[config.mk]
export PLATFORM = sky130hd
export DESIGN_NAME = circular_deque
export DESIGN_NICKNAME = d
export VERILOG_FILES = /design/src/rtl/cdq_pkg.sv /design/src/rtl/circular_deque.sv /design/src/rtl/cdq_ram.sv
export VERILOG_INCLUDE_DIRS = /design/src /design/src/rtl
export SDC_FILE = /design/constraint.sdc
export NUM_CORES = 1
export LEC_CHECK = 0
export ABC_CLOCK_PERIOD_IN_PS = 6100
export BUFFER_PORTS_ARGS = -buffer_cell sky130_fd_sc_hd__buf_2
export CORE_MARGIN = 2
export CORE_UTILIZATION = 49
export CTS_BUF_LIST = sky130_fd_sc_hd__clkbuf_16
export CTS_CLUSTER_SIZE = 25
export DETAILED_ROUTE_END_ITERATION = 16
export PLACE_DENSITY = 0.75
export SETUP_SLACK_MARGIN = 0.4
export SLEW_MARGIN = 30
export SYNTH_ARGS = -nofsm -noshare
export SYNTH_HDL_FRONTEND = slang
export SYNTH_SLANG_ARGS = --single-unit
[constraint.sdc]
create_clock -name clk -period 6.1 [get_ports clk]
set_clock_uncertainty 0.1 [all_clocks]
set_input_delay 1.83 -clock clk [delete_from_list [all_inputs] [get_ports clk]]
set_output_delay 1.83 -clock clk [all_outputs]
set_load 0.1 [all_outputs]
[src/rtl/circular_deque_assert.svh]
// assertion macros for the deque rtl
`ifndef CIRCULAR_DEQUE_ASSERT_SVH
`define CIRCULAR_DEQUE_ASSERT_SVH

// same-cycle implication, checked outside reset
`define CDQ_ASSERT(lbl, ante, cons) \
	lbl: assert property (@(posedge clk) disable iff (!arst_n) (ante) |-> (cons)) \
		else $error("deque check failed");

// next-cycle implication, checked outside reset
`define CDQ_ASSERT_NEXT(lbl, ante, cons) \
	lbl: assert property (@(posedge clk) disable iff (!arst_n) (ante) |=> (cons)) \
		else $error("deque check failed");

`endif

[src/rtl/cdq_pkg.sv]
`default_nettype none

package cdq_pkg;

	localparam int DEPTH  = 8;
	localparam int DATA_W = 32;
	localparam int PTR_W  = (DEPTH > 1) ? $clog2(DEPTH) : 1;
	localparam int CNT_W  = $clog2(DEPTH + 1);
	localparam int OCC_W  = 4;

	typedef enum logic [1:0] {
		ACT_PUSH_BACK  = 2'd0,
		ACT_POP_BACK   = 2'd1,
		ACT_PUSH_FRONT = 2'd2,
		ACT_POP_FRONT  = 2'd3
	} action_t;

	typedef enum logic [1:0] {
		ST_OK    = 2'd0,
		ST_FULL  = 2'd1,
		ST_EMPTY = 2'd2
	} status_t;

endpackage

`default_nettype wire

[src/rtl/circular_deque.sv]
`default_nettype none

// Fixed-capacity double-ended queue of DEPTH signed 32-bit values held in a
// circular on-chip ram. Each input transfer carries one action (push back,
// pop back, push front, pop front) and produces exactly one result transfer
// with the popped value (zero otherwise), a status (ok, full, empty) and the
// element count after the action. A push to a full deque or a pop from an
// empty one is refused and leaves the contents alone. The block takes one
// action per cycle while input ready is high: pointers and count update at
// the input transfer, the ram read issued there returns in the next cycle,
// and a result passes through the read stage and the output register before
// it appears at the output. The read stage waits on the ram's single
// registered read port; a result stalled at the output holds back at most
// one further action in the read stage before input ready drops. The ram
// contents are not cleared at reset; only entries written by a push are ever read back.
module circular_deque
	import cdq_pkg::*;
(
	input  wire logic               clk,
	input  wire logic               arst_n,
	input  wire logic               in_valid,
	output logic                    in_ready,
	input  wire logic [1:0]         action,
	input  wire logic signed [31:0] value_in,
	output logic                    out_valid,
	input  wire logic               out_ready,
	output logic signed [31:0]      value_out,
	output logic [1:0]              status,
	output logic [OCC_W-1:0]        occupancy
);

	// pointer and count state
	logic [PTR_W-1:0] head_q, tail_q;
	logic [CNT_W-1:0] count_q;

	// read stage: action taken, ram read in flight
	logic             valid_s1;
	logic             pop_s1;
	status_t          status_s1;
	logic [CNT_W-1:0] count_s1;

	// output register
	logic                    out_valid_q;
	logic signed [31:0]      value_out_q;
	status_t                 status_q;
	logic [OCC_W-1:0]        occ_q;

	logic [DATA_W-1:0] rd_data;

	// handshake
	logic in_xfer, adv_s1;

	assign adv_s1   = valid_s1 && (!out_valid_q || out_ready);
	assign in_ready = !valid_s1 || adv_s1;
	assign in_xfer  = in_valid && in_ready;

	// neighbors of the pointers on the ring
	localparam logic [PTR_W-1:0] LAST = PTR_W'(DEPTH - 1);

	logic [PTR_W-1:0] head_up, head_dn, tail_up, tail_dn;

	assign head_up = (head_q == LAST) ? '0 : head_q + 1'b1;
	assign head_dn = (head_q == '0) ? LAST : head_q - 1'b1;
	assign tail_up = (tail_q == LAST) ? '0 : tail_q + 1'b1;
	assign tail_dn = (tail_q == '0) ? LAST : tail_q - 1'b1;

	// action decode
	logic    is_push, is_full, is_empty;
	logic    do_push_back, do_pop_back, do_push_front, do_pop_front;
	status_t act_status;

	assign is_push  = (action == ACT_PUSH_BACK) || (action == ACT_PUSH_FRONT);
	assign is_full  = (count_q == CNT_W'(DEPTH));
	assign is_empty = (count_q == '0);

	always_comb begin
		do_push_back  = 1'b0;
		do_pop_back   = 1'b0;
		do_push_front = 1'b0;
		do_pop_front  = 1'b0;
		act_status    = ST_OK;
		if (is_push && is_full) begin
			act_status = ST_FULL;
		end else if (!is_push && is_empty) begin
			act_status = ST_EMPTY;
		end else begin
			unique case (action)
				ACT_PUSH_BACK:  do_push_back  = 1'b1;
				ACT_POP_BACK:   do_pop_back   = 1'b1;
				ACT_PUSH_FRONT: do_push_front = 1'b1;
				ACT_POP_FRONT:  do_pop_front  = 1'b1;
				default:        act_status    = ST_OK;
			endcase
		end
	end

	// next pointers and count
	logic [PTR_W-1:0] head_d, tail_d;
	logic [CNT_W-1:0] count_d;

	always_comb begin
		head_d  = head_q;
		tail_d  = tail_q;
		count_d = count_q;
		if (do_push_back) begin
			tail_d  = tail_up;
			count_d = count_q + 1'b1;
		end
		if (do_pop_back) begin
			tail_d  = tail_dn;
			count_d = count_q - 1'b1;
		end
		if (do_push_front) begin
			head_d  = head_dn;
			count_d = count_q + 1'b1;
		end
		if (do_pop_front) begin
			head_d  = head_up;
			count_d = count_q - 1'b1;
		end
	end

	// ram access: a push writes, a pop reads, never both at once; a write
	// lands before any later read so back-to-back push/pop needs no bypass
	logic             ram_we, ram_re;
	logic [PTR_W-1:0] ram_waddr, ram_raddr;

	assign ram_we    = in_xfer && (do_push_back || do_push_front);
	assign ram_waddr = do_push_front ? head_dn : tail_q;
	assign ram_re    = in_xfer && (do_pop_back || do_pop_front);
	assign ram_raddr = do_pop_back ? tail_dn : head_q;

	cdq_ram #(
		.ENTRIES (DEPTH),
		.WIDTH   (DATA_W),
		.ADDR_W  (PTR_W)
	) u_ram (
		.clk     (clk),
		.wr_en   (ram_we),
		.wr_addr (ram_waddr),
		.wr_data (value_in),
		.rd_en   (ram_re),
		.rd_addr (ram_raddr),
		.rd_data (rd_data)
	);

	// control state
	always_ff @(posedge clk or negedge arst_n) begin
		if (!arst_n) begin
			head_q      <= '0;
			tail_q      <= '0;
			count_q     <= '0;
			valid_s1    <= 1'b0;
			out_valid_q <= 1'b0;
		end else begin
			if (in_xfer) begin
				head_q  <= head_d;
				tail_q  <= tail_d;
				count_q <= count_d;
			end
			if (in_xfer) begin
				valid_s1 <= 1'b1;
			end else if (adv_s1) begin
				valid_s1 <= 1'b0;
			end
			if (adv_s1) begin
				out_valid_q <= 1'b1;
			end else if (out_ready) begin
				out_valid_q <= 1'b0;
			end
		end
	end

	// payload registers; rd_data holds while the read stage stalls since
	// the ram only reads on an input transfer
	always_ff @(posedge clk) begin
		if (in_xfer) begin
			pop_s1    <= do_pop_back || do_pop_front;
			status_s1 <= act_status;
			count_s1  <= count_d;
		end
		if (adv_s1) begin
			value_out_q <= pop_s1 ? rd_data : '0;
			status_q    <= status_s1;
			occ_q       <= OCC_W'(count_s1);
		end
	end

	assign out_valid = out_valid_q;
	assign value_out = value_out_q;
	assign status    = status_q;
	assign occupancy = occ_q;

`include "circular_deque_assert.svh"

	`CDQ_ASSERT(a_count_bound, 1'b1, count_q <= CNT_W'(DEPTH))
	`CDQ_ASSERT(a_ptr_meet, count_q == '0, head_q == tail_q)
	`CDQ_ASSERT(a_full_occ, out_valid_q && status_q == ST_FULL, occ_q == OCC_W'(DEPTH))
	`CDQ_ASSERT(a_empty_res, out_valid_q && status_q == ST_EMPTY,
		occ_q == '0 && value_out_q == '0)
	`CDQ_ASSERT_NEXT(a_s1_hold, valid_s1 && !adv_s1, valid_s1)

endmodule

`default_nettype wire

[src/rtl/cdq_ram.sv]
`default_nettype none

// simple dual-port ram, registered read
module cdq_ram #(
	parameter int ENTRIES = 8,
	parameter int WIDTH   = 32,
	parameter int ADDR_W  = (ENTRIES > 1) ? $clog2(ENTRIES) : 1
) (
	input  wire logic              clk,
	input  wire logic              wr_en,
	input  wire logic [ADDR_W-1:0] wr_addr,
	input  wire logic [WIDTH-1:0]  wr_data,
	input  wire logic              rd_en,
	input  wire logic [ADDR_W-1:0] rd_addr,
	output logic      [WIDTH-1:0]  rd_data
);

	logic [WIDTH-1:0] mem [ENTRIES];

	always_ff @(posedge clk) begin
		if (wr_en) begin
			mem[wr_addr] <= wr_data;
		end
	end

	always_ff @(posedge clk) begin
		if (rd_en) begin
			rd_data <= mem[rd_addr];
		end
	end

endmodule

`default_nettype wire
==> flow_summary.yaml, run 1 <==
outcome:
  outcome: "finished clean"
sta:
  period_share_pct: 72.28
  final_hold_viol_count: 0
  max-slew-margin-rel_pct: 35.93
  final-setup-viol-count: 0
  max_freq_ghz: 0.2268
  setup-tns-final_ns: 0
  period_needed_ns: 4.409
  fin_hold_ws_ns: 0.3198
  tightest_slew_ns: 0.9610
  drv_slew: 0
  rsz0062_at_grt: "false"
cts:
  cts_buffer_depth: 3
  post_cts_buffers: 0
  ctsRootBufferMaster: "clkbuf_16"
  cts-resized-gates: 0
  cts_tree: "yes"
  h-tree-depth: 2
  cts_buffers: 35
  ctsHoldBuffers: 0
  clock_sinks: 345
  worstSkewPairLatency_ns: 0.51
  clkTransAtPathRegs_ns: 0.06
global_route:
  grt.total_usage_pct: 19.57
  overflow: 0
  grt_pass1_wl_mm: 43.62
  grt_pass1_vias: 7513
  antenna_found_initial: 1
  grt_max_degree: 129
routing:
  vias: 7585
  vias_per_cell: 5.817
  dr.pass1.iters: 5
  routed_wl_mm: 28.37
  drt_iter0_markers: 740
  wl_per_cell_microns: 21.75
  drcViolationCount: 0
  ant_nets: 0
worst_setup_path:
  slowest_stage: "buf_2"
  crit_top_cell: "buf_2"
  start_kind: "input pin"
  cp-end-kind: "output port"
  path_class: "in -> out"
  worstPathRequired_ns: 4.17
  cp_max_fo: 3
  worst-path-buf-inv: 2
  cpPeakStageDelay_ns: 0.44
  path_cells: "buf_2, nand3b_1, buf_2"
  crit_family: "buffers and inverters"
  crit_arrival_ns: 2.48
finish:
  final_util_pct: 56.66
  area_growth_pct: 13.55
  drive_gt1_share_pct: 20.84
  layout.nets: 950
  fillers: 2181
  seqCellArea_sq_mm: 0.01030
  multi_input_area_sq_mm: 0.003331
  antennaDiodeCount: 0
  final_area_sq_mm: 0.01574
synth:
  syn-num-nets: 874
  synthTopCellsByArea: "edfxtp_1 (72%), a211oi_1 (5.3%), and3_1 (4.4%)"
  synth_most_common_cell: "edfxtp_1"
  synth_seq_area_share_pct: 74.30
  synth_top_cell_by_area: "edfxtp_1"
  ys_warn_count: 0
  post-synth-top-area-fraction_pct: 72.14
  synth-edff-count: 333
  synth_ff_type: "edfxtp_1"
  synth_cells: 825
  synth_cell_type_count: 48
  synthTopCellsByCount: "edfxtp_1 (333), a211oi_1 (98), and3_1 (97), and2_1 (37), mux2i_1 (34)"
  ys_ff_latch: 345
  synth_area_per_cell_sq_um: 16.80
  synthArstFlopShare_pct: 3.478
  synth_area_sq_mm: 0.01386
die:
  rows: 61
  core_sq_mm: 0.02778
  die_x_microns: 172.2
  io_pins: 78
  die_y_microns: 172.2
  start_util_pct: 49.90
  die_area_sq_mm: 0.02965
place:
  port_buffers: 77
  place_congestion: 0.7874
  dp_hpwl_mm: 14.72
  dpl_cell_area_sq_mm: 0.01469
job:
  maxCapViolCount: 0
min_path:
  hold_class: "reg -> reg"
pwr:
  p_per_area_mw_per_mm2: 459.3
  power_mw: 7.229
  ir_worst_vdd_mv: 0.4110
  total_leakage_power_nw: 5.425
layout by cell type (no fill, tap or decap), drive strengths merged, types with 10 or more instances in the layout:
master,instances
dfrtp,12
mux2i,34
and3,97
clkbuf,35
a211oi,98
and2,37
buf,96
inv,15
nor3,10
clkinv,17
a2111oi,32
edfxtp,333
ha,11
nand2,19
routing by layer:
layer  wire, microns  GRT usage, %  up-vias  share of wire [%]
li1                -             -     3476                  -
met1           12380         27.70     3824                 44
met2           13710         31.26      237                 48
met3            1680         3.433       46                5.9
met4             583         6.102        2                2.1
met5              13             0        -              0.046
metrics by stage:
step	worst slack, ns	cells
floorplan	-0.1947	825
detailed placement	1.630	1242
global route	1.651	1304
finish	1.691	1304
CTS	1.690	1304
global placement	1.689	1241
final cells by class:
type,count,share of cell area [%]
inverters,8,0.1908
multi-input cells,415,21.16
well taps,378,3.005
clock buffers,35,5.564
flip-flops and latches,345,65.44
clock inverters,27,1.081
repair buffers,96,3.561
registers in the layout (all words and copies together) (netlist names):
register and count:
count_s1 4, out_valid 1, status 2, u_ram.mem 256, valid_s1 1, pop_s1 1, occupancy 4, status_s1 2
u_ram.rd_data 32, head_q 3, count_q 4, tail_q 3, value_out 32
path summary, 6_finish.rpt:
path	start	end	slack [ns]	cells past startpoint
max	out_ready	in_ready	1.69	3
min	count_s1[3]$_DFFE_PP_	occupancy[3]$_DFFE_PP_	0.32	0
max reg2reg	count_q[0]$_DFFE_PN0P_	u_ram.rd_data[19]$_DFFE_PP_	2.65	8
min reg2reg	count_s1[3]$_DFFE_PP_	occupancy[3]$_DFFE_PP_	0.32	0
max in group asynchronous	arst_n	tail_q[0]$_DFFE_PN0P_	4.58	1
min in group asynchronous	arst_n	out_valid$_DFFE_PN0P_	1.10	1
where the power goes:
part / leakage, nW / switching, mW / internal [mW]
Combinational: 1.70 / 1.44 / 0.742
Clock: 0.537 / 0.846 / 1.13
Sequential: 3.19 / 0.122 / 2.95
kinds of logic after synthesis:
group | Yosys count | synth area share, %
flip-flops | 345 | 74.30
AND/OR/NAND/NOR | 198 | 8.530
AO/OA/AOI/OAI | 164 | 10.80
buffers and inverters | 65 | 2.401
multiplexers | 35 | 2.536
adder cells (fa/ha/maj) | 11 | 0.9929
XOR/XNOR | 7 | 0.4423
Note: power is estimated with default switching activity, not from simulation.
==> run 2, diff against run 1 <==
--- a/config.mk
+++ b/config.mk
@@ -6,7 +6,7 @@
 export SDC_FILE = /design/constraint.sdc
 export NUM_CORES = 1
 export LEC_CHECK = 0
-export ABC_CLOCK_PERIOD_IN_PS = 6100
+export ABC_CLOCK_PERIOD_IN_PS = 4600
 export BUFFER_PORTS_ARGS = -buffer_cell sky130_fd_sc_hd__buf_2
 export CORE_MARGIN = 2
 export CORE_UTILIZATION = 49
==> constraint.sdc (replaced) <==
create_clock -name clk -period 4.6 [get_ports clk]
set_clock_uncertainty 0.1 [all_clocks]
set_input_delay 1.38 -clock clk [delete_from_list [all_inputs] [get_ports clk]]
set_output_delay 1.38 -clock clk [all_outputs]
set_load 0.1 [all_outputs]
==> flow_summary.yaml, run 2 (synthesis results as in run 1) <==
die:
  die_y_microns: 172.2
  rows: 61
  core_sq_mm: 0.02778
  io_pins: 78
  die_x_microns: 172.2
  die_area_sq_mm: 0.02965
  start_util_pct: 49.90
finish:
  final_area_sq_mm: 0.01596
  final_cell_mix: "edfxtp_1 (333), a211oi_1 (98), and3_1 (97)"
  layout.nets: 960
  fillers: 2149
  drive_gt1_share_pct: 22.26
  largest_reg_flops: 256
  final_common_cell: "edfxtp_1"
  regMostFlops: "u_ram.mem"
  final_util_pct: 57.44
  stdcell_count: 1319
  area_growth_pct: 15.13
cts:
  post_cts_buffers: 0
  clock_sinks: 345
  cts_buffer_depth: 3
  ctsHoldBuffers: 0
  worstSkewPairLatency_ns: 0.52
  cts_buffers: 36
  cts-resized-gates: 0
  clkTransAtPathRegs_ns: 0.05
  cts_tree: "yes"
  ctsRootBufferMaster: "clkbuf_16"
  h-tree-depth: 2
global_route:
  grt_pass1_wl_mm: 42.95
  grt_pass1_vias: 7578
  grt.total_usage_pct: 19.14
  grt_max_degree: 98
  antenna_found_initial: 3
  overflow: 0
worst_setup_path:
  path_class: "in -> out"
  cp-end-kind: "output port"
  crit_arrival_ns: 2.08
  worstPathRequired_ns: 3.12
  cp_max_fo: 3
  start_kind: "input pin"
job:
  maxCapViolCount: 0
routing:
  routed_wl_mm: 27.25
  drt_iter0_markers: 602
  vias: 7494
  dr.pass1.iters: 4
  drcViolationCount: 0
  ant_nets: 0
  wl_per_cell_microns: 20.66
  vias_per_cell: 5.682
sta:
  setup-tns-final_ns: 0
  final_hold_viol_count: 0
  tightest_slew_ns: 0.8396
  final-setup-viol-count: 0
  drv_slew: 0
  fin_hold_ws_ns: 0.3169
  max-slew-margin-rel_pct: 44.03
  max_freq_ghz: 0.2810
  rsz0062_at_grt: "false"
  period_needed_ns: 3.558
  setup_slack_ns: 1.042
  period_share_pct: 77.35
place:
  place_congestion: 0.7723
  port_buffers: 77
  dp_hpwl_mm: 15.65
  dpl_worst_slack_ns: 0.5597
  dp_cells: 1250
  dpl_cell_area_sq_mm: 0.01478
pwr:
  p_per_area_mw_per_mm2: 614.6
  power_mw: 9.808
  total_leakage_power_nw: 5.543
  ir_worst_vdd_mv: 0.3667
outcome:
  outcome: "finished clean"
min_path:
  hold_class: "reg -> reg"
## run 2: critical path: stages
cell and delay (ns):
buf_2 0.08, nand3b_1 0.16, buf_2 0.45
## run 2: layout make-up
class | count | area [sq um] | share of cell area (%)
flip-flops and latches | 345 | 10300 | 64.54
multi-input cells | 415 | 3371 | 21.12
clock buffers | 36 | 900.9 | 5.645
repair buffers | 105 | 623.1 | 3.904
well taps | 378 | 473.0 | 2.964
clock inverters | 30 | 254.0 | 1.592
inverters | 8 | 32.53 | 0.2038
diodes | 2 | 5.005 | 0.03136
## run 2: worst paths after layout
path	from	endpoint	slack, ns	depth (start not counted)
worst min register to register	status_s1[0]$_SDFFCE_PP1P_	status[0]$_DFFE_PP_	0.32	0
worst max register to register	count_q[0]$_DFFE_PN0P_	u_ram.rd_data[0]$_DFFE_PP_	1.27	8
worst max-delay path	out_ready	in_ready	1.04	3
max in group asynchronous	arst_n	head_q[1]$_DFFE_PN0P_	3.52	1
min in group asynchronous	arst_n	tail_q[0]$_DFFE_PN0P_	0.65	1
worst min-delay path	status_s1[0]$_SDFFCE_PP1P_	status[0]$_DFFE_PP_	0.32	0
## run 2: layer usage
layer | vias up | track usage [%] | share of wire [%]
li1 | 3502 | - | -
met1 | 3723 | 25.89 | 44
met2 | 214 | 31.97 | 49
met3 | 53 | 3.044 | 4.9
met4 | 2 | 6.357 | 2.6
met5 | - | 0 | 0.026
## run 2: power by group
part / total (mW) / switching (mW) / internal (mW)
Combinational: 2.95 / 1.91 / 1.04
Clock: 2.78 / 1.17 / 1.61
Sequential: 4.07 / 0.162 / 3.91
